[src/design/assert_macros.svh]
// assertion macros used by the slab geometry calculator
`ifndef ASSERT_MACROS_SVH
`define ASSERT_MACROS_SVH

// consequent checked in the same cycle as the antecedent
`define ASSERT_SAME(label, clk, rst, ante, cons, msg) \
   label: assert property (@(posedge clk) disable iff (rst) (ante) |-> (cons)) \
      else $error(msg);

// consequent checked in the cycle after the antecedent
`define ASSERT_NEXT(label, clk, rst, ante, cons, msg) \
   label: assert property (@(posedge clk) disable iff (rst) (ante) |=> (cons)) \
      else $error(msg);

`endif

[src/design/sgc_pkg.sv]
// types and fixed constants of the slab geometry calculator
package sgc_pkg;

   localparam int unsigned OBJ_SIZE_W = 21;
   localparam int unsigned ALIGN_W    = 13;
   localparam int unsigned PAD_W      = 12;
   localparam int unsigned STRIDE_W   = 22;
   localparam int unsigned OBJ_CNT_W  = 16;
   localparam int unsigned PCL_W      = 5;
   localparam int unsigned HDR_W      = 16;
   localparam int unsigned WASTE_W    = 16;

   localparam int unsigned SLAB_HEADER_BYTES = 24;
   localparam int unsigned ONSITE_THRESHOLD  = 512;

   typedef struct packed {
      logic [OBJ_SIZE_W-1:0] object_size;
      logic [ALIGN_W-1:0]    object_alignment;
      logic [PAD_W-1:0]      object_padding;
   } req_type;

   typedef struct packed {
      logic [OBJ_CNT_W-1:0] objects_per_slab;
      logic [PCL_W-1:0]     page_count_log2;
      logic                 header_on_slab;
      logic [HDR_W-1:0]     header_bytes;
      logic [WASTE_W-1:0]   wasted_bytes;
      logic                 failed;
   } rsp_type;

endpackage

[src/design/slab_geometry_calculator_unit.sv]
// slab geometry calculator: bit-serial divider driven by a doubling sequencer
//
//   channel   ports                          direction
//   request   req_valid req_stall req_data   in  (object size, alignment, padding)
//   response  rsp_valid rsp_stall rsp_data   out (slab geometry, failure flag)
//
// one request at a time; each page-count step runs a restoring divider that
// retires one quotient bit per cycle, and each doubling of the slab runs one
// more step; when the header sits on the slab, an initial division first
// estimates the bitmap from one page.
// reset is synchronous and clears the sequencer and the response valid.
// the next request is taken while a finished response still waits under stall.

`include "assert_macros.svh"

module slab_geometry_calculator_unit
   import sgc_pkg::*;
#(
   parameter int unsigned PAGE_BYTES    = 4096,
   parameter int unsigned MAX_DOUBLINGS = 31
) (
   input  logic    clock,
   input  logic    reset,
   input  logic    req_valid,
   output logic    req_stall,
   input  req_type req_data,
   output logic    rsp_valid,
   input  logic    rsp_stall,
   output rsp_type rsp_data
);

   localparam int unsigned PAGE_W = $clog2(PAGE_BYTES + 1);
   localparam int unsigned SLAB_W = PAGE_W + MAX_DOUBLINGS - 1;
   localparam int unsigned WIDE_W = ((SLAB_W > STRIDE_W) ? SLAB_W : STRIDE_W) + 2;
   localparam int unsigned CNT_W  = $clog2(SLAB_W + 1);

   localparam logic [WIDE_W-1:0] PAGE_WIDE      = WIDE_W'(PAGE_BYTES);
   localparam logic [WIDE_W-1:0] ACCEPTED_WASTE = WIDE_W'(PAGE_BYTES / 16);

   localparam logic [3:0] S_IDLE     = 4'd0;
   localparam logic [3:0] S_START    = 4'd1;
   localparam logic [3:0] S_PREP     = 4'd2;
   localparam logic [3:0] S_DIV      = 4'd3;
   localparam logic [3:0] S_INIT_RES = 4'd4;
   localparam logic [3:0] S_POST     = 4'd5;
   localparam logic [3:0] S_UPD      = 4'd6;
   localparam logic [3:0] S_CHECK    = 4'd7;
   localparam logic [3:0] S_FIN      = 4'd8;
   localparam logic [3:0] S_FIN2     = 4'd9;
   localparam logic [3:0] S_OUT      = 4'd10;

   function automatic logic [WIDE_W-1:0] header_size(input logic [WIDE_W-1:0] cnt);
      logic [WIDE_W-1:0] part;
      part = WIDE_W'(SLAB_HEADER_BYTES) + (cnt >> 3);
      return part + WIDE_W'(|cnt[2:0]);
   endfunction

   function automatic logic [15:0] sat16(input logic [WIDE_W-1:0] v);
      return (|v[WIDE_W-1:16]) ? 16'hFFFF : v[15:0];
   endfunction

   logic [3:0]          state_ff, state_in;
   logic                rsp_valid_ff, rsp_valid_in;
   rsp_type             rsp_data_ff, rsp_data_in;
   rsp_type             result_ff, result_in;
   logic                size_page_ff, size_page_in;
   logic [ALIGN_W-1:0]  align_ff, align_in;
   logic [STRIDE_W-1:0] stride_ff, stride_in;
   logic [WIDE_W-1:0]   slab_ff, slab_in;
   logic [WIDE_W-1:0]   reserved_ff, reserved_in;
   logic [WIDE_W-1:0]   count_ff, count_in;
   logic [WIDE_W-1:0]   waste_ff, waste_in;
   logic [WIDE_W-1:0]   hsize_ff, hsize_in;
   logic [STRIDE_W-1:0] rem_ff, rem_in;
   logic [SLAB_W-1:0]   quo_ff, quo_in;
   logic [CNT_W-1:0]    bit_cnt_ff, bit_cnt_in;
   logic [PCL_W-1:0]    lg_ff, lg_in;
   logic                onsite_ff, onsite_in;
   logic                init_div_ff, init_div_in;
   logic                first_ff, first_in;
   logic                no_room_ff, no_room_in;

   logic [WIDE_W-1:0]   slab_diff;
   logic [STRIDE_W:0]   rem_shift;
   logic                rem_fits;
   logic                retry;
   logic                moved;
   rsp_type             fail_result;

   assign req_stall = (state_ff != S_IDLE);
   assign rsp_valid = rsp_valid_ff;
   assign rsp_data  = rsp_data_ff;

   assign slab_diff = slab_ff - reserved_ff;
   assign rem_shift = {rem_ff, quo_ff[SLAB_W-1]};
   assign rem_fits  = (rem_shift >= {1'b0, stride_ff});
   assign retry     = (count_ff == '0) || (waste_ff > ACCEPTED_WASTE) ||
                      (waste_ff < reserved_ff);
   assign moved     = !onsite_ff && (waste_ff >= hsize_ff + WIDE_W'(align_ff));

   always_comb begin
      fail_result        = '0;
      fail_result.failed = 1'b1;
   end

   always_comb begin
      state_in     = state_ff;
      rsp_valid_in = rsp_valid_ff;
      rsp_data_in  = rsp_data_ff;
      result_in    = result_ff;
      size_page_in = size_page_ff;
      align_in     = align_ff;
      stride_in    = stride_ff;
      slab_in      = slab_ff;
      reserved_in  = reserved_ff;
      count_in     = count_ff;
      waste_in     = waste_ff;
      hsize_in     = hsize_ff;
      rem_in       = rem_ff;
      quo_in       = quo_ff;
      bit_cnt_in   = bit_cnt_ff;
      lg_in        = lg_ff;
      onsite_in    = onsite_ff;
      init_div_in  = init_div_ff;
      first_in     = first_ff;
      no_room_in   = no_room_ff;

      if (rsp_valid_ff && !rsp_stall) begin
         rsp_valid_in = 1'b0;
      end

      unique case (state_ff)
         S_IDLE: begin
            if (req_valid) begin
               size_page_in = (req_data.object_size == OBJ_SIZE_W'(PAGE_BYTES));
               align_in     = req_data.object_alignment;
               stride_in    = STRIDE_W'(req_data.object_size) +
                              STRIDE_W'(req_data.object_padding);
               state_in     = S_START;
            end
         end
         S_START: begin
            lg_in       = '0;
            slab_in     = PAGE_WIDE;
            reserved_in = '0;
            first_in    = 1'b1;
            if (stride_ff == '0) begin
               result_in = fail_result;
               state_in  = S_OUT;
            end else begin
               // small strides keep the header on the slab; size it from one page first
               onsite_in   = (stride_ff < STRIDE_W'(ONSITE_THRESHOLD));
               init_div_in = (stride_ff < STRIDE_W'(ONSITE_THRESHOLD));
               state_in    = S_PREP;
            end
         end
         S_PREP: begin
            no_room_in = (slab_ff <= reserved_ff);
            quo_in     = (slab_ff <= reserved_ff) ? '0 : slab_diff[SLAB_W-1:0];
            rem_in     = '0;
            bit_cnt_in = CNT_W'(SLAB_W);
            state_in   = S_DIV;
         end
         S_DIV: begin
            if (rem_fits) begin
               rem_in = STRIDE_W'(rem_shift - {1'b0, stride_ff});
            end else begin
               rem_in = rem_shift[STRIDE_W-1:0];
            end
            quo_in     = {quo_ff[SLAB_W-2:0], rem_fits};
            bit_cnt_in = bit_cnt_ff - CNT_W'(1);
            if (bit_cnt_ff == CNT_W'(1)) begin
               state_in = init_div_ff ? S_INIT_RES : S_POST;
            end
         end
         S_INIT_RES: begin
            reserved_in = header_size(WIDE_W'(quo_ff)) + WIDE_W'(align_ff);
            init_div_in = 1'b0;
            state_in    = S_PREP;
         end
         S_POST: begin
            // slab minus count times stride equals remainder plus reserved space
            count_in = no_room_ff ? '0 : WIDE_W'(quo_ff);
            waste_in = no_room_ff ? slab_ff : WIDE_W'(rem_ff) + reserved_ff;
            state_in = S_UPD;
         end
         S_UPD: begin
            if (onsite_ff && !first_ff) begin
               reserved_in = header_size(count_ff) + WIDE_W'(align_ff);
            end
            first_in = 1'b0;
            state_in = S_CHECK;
         end
         S_CHECK: begin
            if (retry) begin
               if (({1'b0, lg_ff} + 6'd1) >= 6'(MAX_DOUBLINGS)) begin
                  result_in = fail_result;
                  state_in  = S_OUT;
               end else begin
                  lg_in    = lg_ff + PCL_W'(1);
                  slab_in  = slab_ff << 1;
                  state_in = S_PREP;
               end
            end else begin
               state_in = S_FIN;
            end
         end
         S_FIN: begin
            hsize_in = header_size(count_ff);
            state_in = S_FIN2;
         end
         S_FIN2: begin
            result_in.failed         = 1'b0;
            result_in.wasted_bytes   = sat16(waste_ff);
            result_in.header_on_slab = !size_page_ff && (onsite_ff || moved);
            if (size_page_ff) begin
               // page-sized object: sixteen objects on sixteen pages, header off the slab
               result_in.objects_per_slab = OBJ_CNT_W'(16);
               result_in.page_count_log2  = PCL_W'(4);
               result_in.header_bytes     = HDR_W'(SLAB_HEADER_BYTES + 2);
            end else begin
               result_in.objects_per_slab = sat16(count_ff);
               result_in.page_count_log2  = lg_ff;
               result_in.header_bytes     = onsite_ff ? sat16(reserved_ff) : sat16(hsize_ff);
            end
            state_in = S_OUT;
         end
         S_OUT: begin
            if (!rsp_valid_ff || !rsp_stall) begin
               rsp_valid_in = 1'b1;
               rsp_data_in  = result_ff;
               state_in     = S_IDLE;
            end
         end
         default: begin
            state_in = S_IDLE;
         end
      endcase
   end

   always_ff @(posedge clock) begin
      if (reset) begin
         state_ff     <= S_IDLE;
         rsp_valid_ff <= 1'b0;
      end else begin
         state_ff     <= state_in;
         rsp_valid_ff <= rsp_valid_in;
      end
   end

   always_ff @(posedge clock) begin
      rsp_data_ff  <= rsp_data_in;
      result_ff    <= result_in;
      size_page_ff <= size_page_in;
      align_ff     <= align_in;
      stride_ff    <= stride_in;
      slab_ff      <= slab_in;
      reserved_ff  <= reserved_in;
      count_ff     <= count_in;
      waste_ff     <= waste_in;
      hsize_ff     <= hsize_in;
      rem_ff       <= rem_in;
      quo_ff       <= quo_in;
      bit_cnt_ff   <= bit_cnt_in;
      lg_ff        <= lg_in;
      onsite_ff    <= onsite_in;
      init_div_ff  <= init_div_in;
      first_ff     <= first_in;
      no_room_ff   <= no_room_in;
   end

   `ASSERT_SAME(a_fail_clean, clock, reset, rsp_valid && rsp_data.failed, rsp_data.objects_per_slab == '0 && rsp_data.header_bytes == '0 && rsp_data.wasted_bytes == '0 && rsp_data.page_count_log2 == '0 && !rsp_data.header_on_slab, "failed response carries nonzero geometry")
   `ASSERT_SAME(a_fit_nonempty, clock, reset, rsp_valid && !rsp_data.failed, rsp_data.objects_per_slab != '0, "successful response with no objects")
   `ASSERT_NEXT(a_accept_start, clock, reset, req_valid && !req_stall, state_ff == S_START, "accepted request did not start the sequencer")
   `ASSERT_SAME(a_lg_bound, clock, reset, state_ff != S_IDLE, ({1'b0, lg_ff} < 6'(MAX_DOUBLINGS)) || state_ff == S_START || state_ff == S_OUT, "page count exponent beyond doubling limit")

endmodule

[config.mk]
export PLATFORM = sky130hd
export DESIGN_NAME = slab_geometry_calculator_unit
export DESIGN_NICKNAME = d
export VERILOG_FILES = /design/src/design/sgc_pkg.sv /design/src/design/slab_geometry_calculator_unit.sv
export VERILOG_INCLUDE_DIRS = /design/src /design/src/design
export SDC_FILE = /design/constraint.sdc
export NUM_CORES = 1
export LEC_CHECK = 0
export ABC_AREA = 1
export ABC_CLOCK_PERIOD_IN_PS = 6200
export BUFFER_PORTS_ARGS = -buffer_cell sky130_fd_sc_hd__buf_2
export CORE_MARGIN = 4
export CORE_UTILIZATION = 63
export CTS_BUF_LIST = sky130_fd_sc_hd__clkbuf_8 sky130_fd_sc_hd__clkbuf_16
export DETAILED_ROUTE_END_ITERATION = 10
export MAX_ROUTING_LAYER = met4
export PLACE_DENSITY = 0.81
export SLEW_MARGIN = 20
export SYNTH_ARGS = -nofsm -noshare
export SYNTH_HDL_FRONTEND = slang
export SYNTH_SLANG_ARGS = --single-unit
[constraint.sdc]
create_clock -name clock -period 6.2 [get_ports clock]
set_input_delay 0.31 -clock clock [delete_from_list [all_inputs] [get_ports clock]]
set_output_delay 0.31 -clock clock [all_outputs]
set_load 0.02 [all_outputs]
## Word-level counts from Yosys, hierarchy flattened

Cells that the tools add are included.

- Register bits: 456
- Bits in latches: 0
- Memory bits (writable): 0
- ROM bits: 0
- Output and inout port bits: 57
- Word-level logic and storage cells: 150
- Memories kept: 0

- Add/subtract/negate cells: 14
- $mul: 0
- Div/mod/pow operators: 0
- $lt $le $gt $ge: 7
- Equal/unequal tests: 21
- Shift operators: 0
- Multiplexer cells: 39
- Bitwise operators: 1
- Reductions and logical operators: 37

Operator list:

| kind | count |
|---|---|
| two-way mux 45 bit | 4 |
| two-way mux 55 bit | 3 |
| one-hot mux 55 bit (3 select lines) | 1 |
| one-hot mux 45 bit (3 select lines) | 1 |
| OR reduction 29 bit | 4 |
| two-way mux 16 bit | 6 |
| adder 45 x 13 -> 45 bit | 2 |
| one-hot mux 45 bit (2 select lines) | 1 |
| one-hot mux 43 bit (2 select lines) | 1 |
| adder 22 x 45 -> 45 bit | 1 |
| greater-or-equal comparator 45 bit | 1 |
| > comparator 45 x 9 -> 1 bit, second input constant | 1 |
| <= comparator 45 bit | 1 |
| zero test 45 bit | 1 |
| < comparator 45 bit | 1 |
| adder 43 x 1 -> 44 bit | 1 |
| one-hot mux 22 bit (2 select lines) | 1 |
| one-hot mux 4 bit (11 select lines) | 1 |
| adder 42 x 13 -> 43 bit | 1 |
| adder 5 x 42 -> 43 bit, first input constant | 1 |
| two-way mux 43 bit | 1 |
| subtractor 43 bit | 1 |
| adder 41 x 1 -> 42 bit | 1 |
| adder 5 x 40 -> 41 bit, first input constant | 1 |
| 36 further kinds | 81 |

## Logic depth before layout (Yosys ltp)

Gate-level depths: netlist (run 1).

- Word-level depth: 6
- Gate-level depth with buffers: 26
- Mapped depth without buffers: 26

## Worst setup path after synthesis (run 1)

OpenSTA, ideal clock, no wires.

- Kind: flip-flop to flip-flop
- Start point: register state_ff[1]
- End point: register reserved_ff[0], enable pin
- Setup time: 0.505 ns
- Arrival time: 4.277 ns
- Required time: 5.695 ns
- Slack: 1.418 ns
- Stages on the path, launching flop included: 8
- Buffers on the path: 1
- Period minus slack after synthesis: 4.782 ns
- Path through: dfxtp_1 inv_1 nor2_1 inv_1 nor2_1 inv_1 clkbuf_1 o31ai_1

- Longest elaborated chain between the ends: 3
- Elaborated cells between the ends (all ways): 6
- Classes of those cells: eq/ne (4); reduce/logical (2)

Ends and longest elaborated chain:

| item | RTL line | source |
|---|---|---|
| start: declaration | slab_geometry_calculator_unit.sv:62 | `logic [3:0] state_ff, state_in;` |
| start signal: assignment | slab_geometry_calculator_unit.sv:246 | `state_ff <= state_in;` |
| equality test 4 x 3 -> 1 bit / equality test 4 x 1 -> 1 bit (equally long branches) | slab_geometry_calculator_unit.sv:132 | `unique case (state_ff)` |
| != test 2 bit (no source line) / nonzero test 3 bit (equally long branches) | -- |  |
| AND reduction 2 bit (no source line) * | -- |  |
| end signal: assignment | slab_geometry_calculator_unit.sv:258 | `reserved_ff <= reserved_in;` |
| end: declaration | slab_geometry_calculator_unit.sv:70 | `logic [WIDE_W-1:0] reserved_ff, reserved_in;` |

Every way passes the cells marked *; elsewhere a longest branch is shown, timed or not.
A chain may end at the register's enable or synchronous reset.

## Worst setup path in the final report (run 1)

- Start point: register align_ff[0]
- End point: register result_ff[33] (netlist name) (data pin)

- Longest elaborated chain between the ends: 6

Ends and longest elaborated chain:

| item | RTL line | source |
|---|---|---|
| start: declaration | slab_geometry_calculator_unit.sv:67 | `logic [ALIGN_W-1:0] align_ff, align_in;` |
| start signal: assignment | slab_geometry_calculator_unit.sv:255 | `align_ff <= align_in;` |
| adder 45 x 13 -> 45 bit | slab_geometry_calculator_unit.sv:99 | `assign moved = !onsite_ff && (waste_ff >= hsize_ff + WIDE_W'(align_ff));` |
| greater-or-equal comparator 45 bit | slab_geometry_calculator_unit.sv:99 |  |
| logical AND 1 bit | slab_geometry_calculator_unit.sv:99 |  |
| logical OR 1 bit | slab_geometry_calculator_unit.sv:215 | `result_in.header_on_slab = !size_page_ff && (onsite_ff \|\| moved);` |
| logical AND 1 bit | slab_geometry_calculator_unit.sv:215 |  |
| one-hot mux 55 bit (3 select lines) | slab_geometry_calculator_unit.sv:132 |  |
| end signal: assignment | slab_geometry_calculator_unit.sv:253 | `result_ff <= result_in;` |
| end: declaration | slab_geometry_calculator_unit.sv:65 | `rsp_type result_ff, result_in;` |

Every way passes these cells.

==> results of run 1 <==
==> final timing paths <==
path | from | to | slack [ns] | cells past startpoint
setup / recovery | align_ff[0] | result_ff[33] | 1.83 | 21
hold / removal | req_data[40] | stride_ff[15] | 0.04 | 2
setup reg to reg | align_ff[0] | result_ff[33] | 1.83 | 21
hold reg to reg | result_ff[4] | rsp_data[4] | 0.41 | 0
==> sequential cells by signal, summed over array words and instances, names as in the netlist, 4 cells and up <==
name,flops
result_ff,55
rsp_data,55
waste_ff,45
count_ff,43
quo_ff,43
reserved_ff,42
hsize_ff,41
slab_ff,33
rem_ff,22
stride_ff,22
align_ff,13
bit_cnt_ff,6
lg_ff,5
state_ff,4
==> power breakdown <==
part | leakage [nW] | internal, mW | switching (mW) | total, mW
clock network | 0.809 | 1.70 | 1.28 | 2.97
registers | 4.02 | 4.14 | 0.533 | 4.67
logic | 9.44 | 1.91 | 4.14 | 6.05
total | 14.3 | 7.75 | 5.95 | 13.7
==> stage by stage <==
step	setup slack (ns)	power, mW	std cells
after floorplan	1.42	8.62	3704
after global placement	2.01	10.4	4401
after detailed placement	1.91	10.5	4401
after CTS	1.88	13.4	4507
after global routing	1.47	14.4	4509
final	1.83	13.7	4510
==> cell type report <==
type | instances | area (sq um) | share of cell area (%)
Clock buffer | 47 | 1180 | 3.51
Multi-Input combinational cell | 2690 | 15200 | 45.4
Timing Repair Buffer | 148 | 911 | 2.72
Sequential cell | 435 | 13000 | 38.8
Tap cell | 615 | 769 | 2.29
Inverter | 532 | 2000 | 5.95
Antenna cell | 2 | 5.00 | 0.0149
Clock inverter | 41 | 448 | 1.34
==> kinds of logic (layout without fill, tap and decap cells) <==
group,count (synthesis),after routing,share of synthesized area (%)
other cells,1,3,0.0124
fa+ha+maj,234,234,9.82
xor+xnor,143,143,4.13
flops,435,435,42.9
compound gates,645,645,11.9
buf+inv,579,768,7.20
simple gates,1667,1667,24.1
==> Yosys cell counts (all sizes together) (3+ instances only) <==
master / instances / area, sq um
o21a: 8 / 60.1
buf: 14 / 63.8
or2: 18 / 113
xor2: 94 / 823
o21bai: 17 / 128
nor2: 473 / 1930
nand2: 724 / 2770
nand3: 236 / 1230
o211ai: 12 / 90.1
clkbuf: 33 / 124
o22ai: 39 / 269
clkinv: 3 / 11.3
o2111ai: 3 / 26.3
xnor2: 49 / 429
edfxtp: 430 / 12900
a31oi: 11 / 68.8
o21ai: 227 / 1140
a21boi: 7 / 52.6
dfxtp: 5 / 100
nand3b: 8 / 60.1
o31ai: 7 / 66.3
a211oi: 16 / 120
nor4: 38 / 238
a21oi: 269 / 1360
fa: 7 / 140
inv: 529 / 1990
nand4: 75 / 475
nor3b: 4 / 30.0
ha: 227 / 2840
nor3: 84 / 425
a21o: 17 / 128
==> routing by layer <==
metal,vias to the layer above,global-route usage [%],wire length (microns)
li1,13000,-,-
met1,13000,54.6,40100
met2,1717,57.7,43100
met3,256,8.24,12800
met4,0,14.6,4440
met5,-,-,0
==> worst max-delay path: cells and delay by family (launching register included) <==
| kind | cells | cell delay [ns] |
|---|---|---|
| AOI/OAI and AO/OA | 8 | 1.22 |
| and+or+nand+nor | 8 | 1.29 |
| xor gates and xnor gates | 1 | 0.27 |
| DFF | 1 | 0.38 |
| buffers and inverters | 1 | 0.05 |
| adders and majority gates | 3 | 0.88 |
==> timing repair <==
action | CTS | global route
endpoints found under the hold margin | 19 | 0
hold buffers | 18 | 0
setup endpoints to repair | 0 | 0
buffers inserted | 0 | 0
==> impl_metrics.csv, run 1 <==
group,metric,value,unit
layout,area_overhead_of_the_layout_relative_to_synthesis,10.5,%
setup_path,endpoint_kind,"flip-flop",
layout,nets,4138,
floorplanning,row_count,80,
status,run_status,"complete, no violations",
timing,layout_worst_path_cycle_share,70.5,%
drt,antenna_left,0,
synth,ys_seq_area_share,42.9,%
timing,tightest_slew,1.05,ns
placed_design,portBuffers,106,
setup_path,critical_path_peak_fanout,4,
placed_design,detailedPlacementHpwl,79900,microns
floorplanning,die_width,228,microns
synth,ys_warn_count,0,
setup_path,arrival,4.73,ns
timing,hold_ws,0.0398,ns
layout,post_route_cells_drive_above_1_share,8.35,%
placed_design,gp_routability_congestion,1.09,
clock_network,path_clk_slew,0.06,ns
grt,grt_pass1_wl,149000,microns
synth,synth_area_per_cell,8.20,sq um
setup_path,critical_path.cell_chain,"ha_1 > inv_1 > fa_1 > nand3b_1 > nand2_1 > a21oi_1 > o21ai_1 > nand2_1 > nor2_2 > nand3_1 > nor2_1 > xor2_1 > ha_1 > a21oi_1 > o21ai_0 > a21oi_1 > nor2_1 > o21ai_0 > a21oi_1 > nor2_1 > a21oi_1",
drt,drt-total-wl,100000,microns
clock_network,cts_tree,"built",
drt,routed-via-count,27900,
clock_network,cts_resized,0,
synth,synth_edf_count,430,
setup_path,most_used_cell_cp,"sky130_fd_sc_hd__a21oi_1",
pwr,power_leakage,14.3,nW
layout,layout.cells.most_common,"sky130_fd_sc_hd__nand2_1",
drt,post_drt_via_cell_ratio,6.20,
clock_network,cts.path.max_buffers,3,
setup_path,critical_path.startpoint_type,"flip-flop",
drt,detailedRoute.firstPassIterationCount,6,
grt,gr-usage-all-layers,39.4,%
clock_network,clock_tree.root_cell,"sky130_fd_sc_hd__clkbuf_16",
floorplanning,die_area,51800,sq um
clock_network,worstSkewPairLatency,0.63,ns
layout,most_frequent_cells_in_the_layout,"sky130_fd_sc_hd__nand2_1 (707), sky130_fd_sc_hd__inv_1 (512), sky130_fd_sc_hd__nor2_1 (432)",
clock_network,tritoncts_num_sinks,435,
layout,postLayoutCoreUtil,70.4,%
placed_design,dpl_cell_area,31700,sq um
floorplanning,floorplan.initialDensity,63.7,%
synth,netlist_area,30400,sq um
timing,achievable-frequency,229,MHz
timing,maxSlewViolCount,0,
layout,fin_area,33500,sq um
grt,antenna_found_initial,1,
timing,grt_setup_unrepaired,"no",
setup_path,worst_ep_required_time,6.56,ns
timing,timing_hold_violations_final,0,
clock_network,numCtsBuffers,47,
floorplanning,pin_count,107,
drt,routed_wire_length_per_instance,22.3,microns
grt,largest_net_degree_at_the_start_of_global_routing,72,
clock_network,htree_num_levels,2,
timing,finalClockSkew,0.0294,ns
timing,setup_viol,0,
setup_path,critical-path-max-stage-delay,0.39,ns
floorplanning,die_h,228,microns
floorplanning,placeableCoreArea,47600,sq um
run,max_cap_viols,0,
pwr,ir_worst_vdd,0.000334,V
synth,mappedNetlistNets,3988,
drt,drcViolationCount,0,
worst_hold_path,timing.hold.worst.class,"input pin to flip-flop",
layout,final.fill_count,3908,
timing,min_tclk_post_route,4.37,ns
setup_path,slowest_stage,"sky130_fd_sc_hd__fa_1",
grt,overflow,0,
pwr,power_density,408,nW/um^2
synth,postSynth.asyncResetShare,0,%
setup_path,critPathKind,"flip-flop to flip-flop",
synth,synth_flop_cell,"sky130_fd_sc_hd__edfxtp_1",
synth,netlist_instances,3704,
synth,unique_cell_type_count_in_the_yosys_netlist,61,
timing,worst_slew_margin_rel,29.5,%
drt,detailedRoute.firstIterationViolations,3749,
synth,count_of_state_elements_after_synthesis,435,
timing,timing.setup.tns,0,ns
grt,first_global_vias,25500,
No activity file was read; power rests on OpenSTA's default activity.
==> run 2, diff against run 1 <==
--- a/config.mk
+++ b/config.mk
@@ -7,14 +7,14 @@
 export NUM_CORES = 1
 export LEC_CHECK = 0
 export ABC_AREA = 1
-export ABC_CLOCK_PERIOD_IN_PS = 6200
+export ABC_CLOCK_PERIOD_IN_PS = 3890
 export BUFFER_PORTS_ARGS = -buffer_cell sky130_fd_sc_hd__buf_2
 export CORE_MARGIN = 4
-export CORE_UTILIZATION = 63
+export CORE_UTILIZATION = 58
 export CTS_BUF_LIST = sky130_fd_sc_hd__clkbuf_8 sky130_fd_sc_hd__clkbuf_16
 export DETAILED_ROUTE_END_ITERATION = 10
 export MAX_ROUTING_LAYER = met4
-export PLACE_DENSITY = 0.81
+export PLACE_DENSITY = 0.78
 export SLEW_MARGIN = 20
 export SYNTH_ARGS = -nofsm -noshare
 export SYNTH_HDL_FRONTEND = slang
==> constraint.sdc (replaced) <==
create_clock -name clock -period 3.89 [get_ports clock]
set_input_delay 0.1945 -clock clock [delete_from_list [all_inputs] [get_ports clock]]
set_output_delay 0.1945 -clock clock [all_outputs]
set_load 0.02 [all_outputs]
==> run 2 against run 1 <==
  * Final cell count up 2.9%
  * Flip-flop and latch count unchanged
  * Cell area up 2.3%
  * Utilization down 3.9 points
  * Clock power up 57%
  * Die area up 8.3%
  * Total power up 61%
  * Combinational power up 65%
  * Via count up 0.55%
  * Non-clock buffer count up 66
  * Highest routed layer unchanged
==> impl_metrics.csv, run 2 (synthesized netlist as in run 1, its figures left out) <==
group,metric,value,unit
drt,drcViolationCount,0,
pwr,swShare,43.8,%
grt,overflow,0,
pwr,power.share.combinational,45.3,%
grt,antenna_found_initial,0,
pwr,power_leakage,14.6,nW
layout,layout.cells.most_common,"sky130_fd_sc_hd__nand2_1",
layout,most_frequent_cells_in_the_layout,"sky130_fd_sc_hd__nand2_1 (703), sky130_fd_sc_hd__inv_1 (511), sky130_fd_sc_hd__nor2_1 (431)",
placed_design,portBuffers,106,
clock_network,worstSkewPairLatency,0.64,ns
clock_network,numCtsBuffers,49,
timing,grt_setup_unrepaired,"yes",
pwr,power_density,643,nW/um^2
timing,setup_viol,0,
pwr,cellInternalPower,12.4,mW
setup_path,rr_worst_depth,21,
drt,routed.top_layer,"met4",
layout,layout.area.seq,13000,sq um
setup_path,r2r_setup_slack,0.12,ns
placed_design,detailedPlacementHpwl,82300,microns
setup_path,crit-reg2reg-capture,"result_ff[33]",
setup_path,endpoint_kind,"flip-flop",
floorplanning,placeableCoreArea,51600,sq um
layout,final.fill_count,4334,
placed_design,dpl_cell_area,32200,sq um
pwr,p_switching,9.65,mW
floorplanning,die_width,237,microns
drt,detailedRoute.firstPassIterationCount,6,
drt,antenna_left,0,
setup_path,endpoint,"result_ff[33]",
pwr,ir_worst_vdd,0.000480,V
setup_path,timing.critical_path.from,"hsize_ff[0]",
layout,post_route_cells_drive_above_1_share,10.2,%
timing,achievable-frequency,265,MHz
layout,fin_area,34300,sq um
floorplanning,die_area,56100,sq um
clock_network,path_clk_slew,0.07,ns
drt,detailedRoute.firstIterationViolations,3396,
pwr,seqPwrFrac,33.5,%
clock_network,cts.path.max_buffers,3,
setup_path,arrival,4.23,ns
setup_path,critical_path.startpoint_type,"flip-flop",
status,run_status,"complete, no violations",
grt,gr-usage-all-layers,36.9,%
timing,finalClockSkew,0.0416,ns
drt,wl_met1,42500,microns
timing,layout_worst_path_cycle_share,96.9,%
grt,grt_pass1_wl,154000,microns
setup_path,critical_path_peak_fanout,3,
layout,multiInputGateArea,15400,sq um
grt,largest_net_degree_at_the_start_of_global_routing,72,
timing,tightest_slew,0.978,ns
drt,routed-via-count,28100,
timing,timing_hold_violations_final,0,
layout,area_overhead_of_the_layout_relative_to_synthesis,13.0,%
worst_hold_path,worst_hold_path.num_cells,3,
grt,first_global_vias,25900,
floorplanning,pin_count,107,
floorplanning,floorplan.initialDensity,58.8,%
drt,drt-total-wl,104000,microns
clock_network,tritoncts_num_sinks,435,
placed_design,worst_case_setup_slack_after_placement,-0.0319,ns
drt,routed_wire_length_per_instance,22.4,microns
setup_path,critPathKind,"flip-flop to flip-flop",
setup_path,worst_ep_required_time,4.35,ns
layout,nets,4206,
clock_network,clock_tree.root_cell,"sky130_fd_sc_hd__clkbuf_16",
clock_network,cts_tree,"built",
timing,worst_slew_margin_rel,34.8,%
clock_network,htree_num_levels,2,
worst_hold_path,timing.hold.worst.class,"input pin to flip-flop",
setup_path,reg2reg_from,"hsize_ff[0]",
placed_design,gp_routability_congestion,1.04,
timing,setup_ws,0.119,ns
setup_path,slowest_stage,"sky130_fd_sc_hd__or4_1",
pwr,share_clk_of_total_power,21.2,%
drt,post_drt_via_cell_ratio,6.06,
drt,met2_wirelength,45000,microns
setup_path,critical_path.cell_chain,"ha_2 > inv_2 > fa_2 > nand3b_1 > nand2_2 > a21oi_4 > o21ai_2 > nand2_2 > nor2_4 > nand3_2 > nor2_2 > nand2_1 > xor2_1 > ha_1 > nand2_1 > or4_1 > nor2_1 > nand3_1 > o211ai_1 > nor2_1 > a21oi_1",
floorplanning,die_h,237,microns
setup_path,critical-path-max-stage-delay,0.47,ns
timing,min_tclk_post_route,3.77,ns
drt,wl_met3,12000,microns
floorplanning,row_count,83,
run,max_cap_viols,0,
timing,maxSlewViolCount,0,
==> run 2: changes by cell type in the layout (fill, tap and decap cells not counted), sizes merged, moves of 2 or more <==
cell	delta
buf	+58
bufinv	-3
clkbuf	+2
clkinv	+7
clkinvlp	-4
dlygate4sd3	+8
inv	-2
==> run 2: worst min-delay path by stage <==
stage | from | to | slack, ns
floorplan | reset | rsp_valid | 0.26
global placement | req_data[13] | align_ff[1] | 0.38
detailed placement | req_data[12] | align_ff[0] | 0.38
CTS | req_data[42] | stride_ff[21] | 0.02
global route | req_data[36] | size_page_ff | 0.04
finish | req_data[42] | stride_ff[21] | 0.04
==> run 2: power groups by stage <==
stage          registers, mW  clock network [mW]  logic [mW]
6_report                7.39                4.67        9.99
5_1_grt                 7.45                4.89        10.9
4_1_cts                 7.35                4.68        9.62
3_5_place_dp            7.43                   0        9.53
3_3_place_gp            7.40                   0        9.40
2_1_floorplan           7.11                   0        6.62
==> run 2: worst max-delay path: cells and delay by family (launching register included) <==
kind / cells / cell delay (ns)
and+or+nand+nor: 12 / 1.67
adders and majority gates: 3 / 0.85
AOI/OAI and AO/OA: 4 / 0.52
DFF: 1 / 0.35
xor gates and xnor gates: 1 / 0.15
buffers and inverters: 1 / 0.04
==> run 2: repair_timing <==
item,CTS,global route
endpoints found under the hold margin,28,0
hold buffers,26,0
pin swaps,1,16
gates resized for setup,2,33
setup buffers,0,3
endpoints found under the setup margin,1,24
==> run 2: layer usage <==
metal / GRT usage (%) / up-vias
li1: - / 13100
met2: 54.4 / 1643
met3: 6.32 / 245
met4: 12.7 / 0
met5: - / -
met1: 51.9 / 13100
==> run 2: final cells by class <==
type	count	share of cell area, %
Clock inverter	39	1.09
Multi-Input combinational cell	2690	44.8
Clock buffer	49	3.57
Tap cell	680	2.48
Sequential cell	435	37.9
Antenna cell	1	0.00730
Inverter	532	5.82
Timing Repair Buffer	214	4.27
==> run 2: metrics by stage <==
step | utilization, % | std cells | setup TNS, ns | power, mW | hold slack (ns)
floorplan | - | 3704 | 0 | 13.7 | 0.264
global route | 66.5 | 4639 | -0.325 | 23.2 | 0.0439
global placement | 62.5 | 4521 | 0 | 16.8 | 0.376
detailed placement | 62.5 | 4521 | -0.0319 | 17.0 | 0.380
CTS | 66.1 | 4635 | 0 | 21.7 | 0.0231
finish | 66.5 | 4640 | 0 | 22.0 | 0.0418
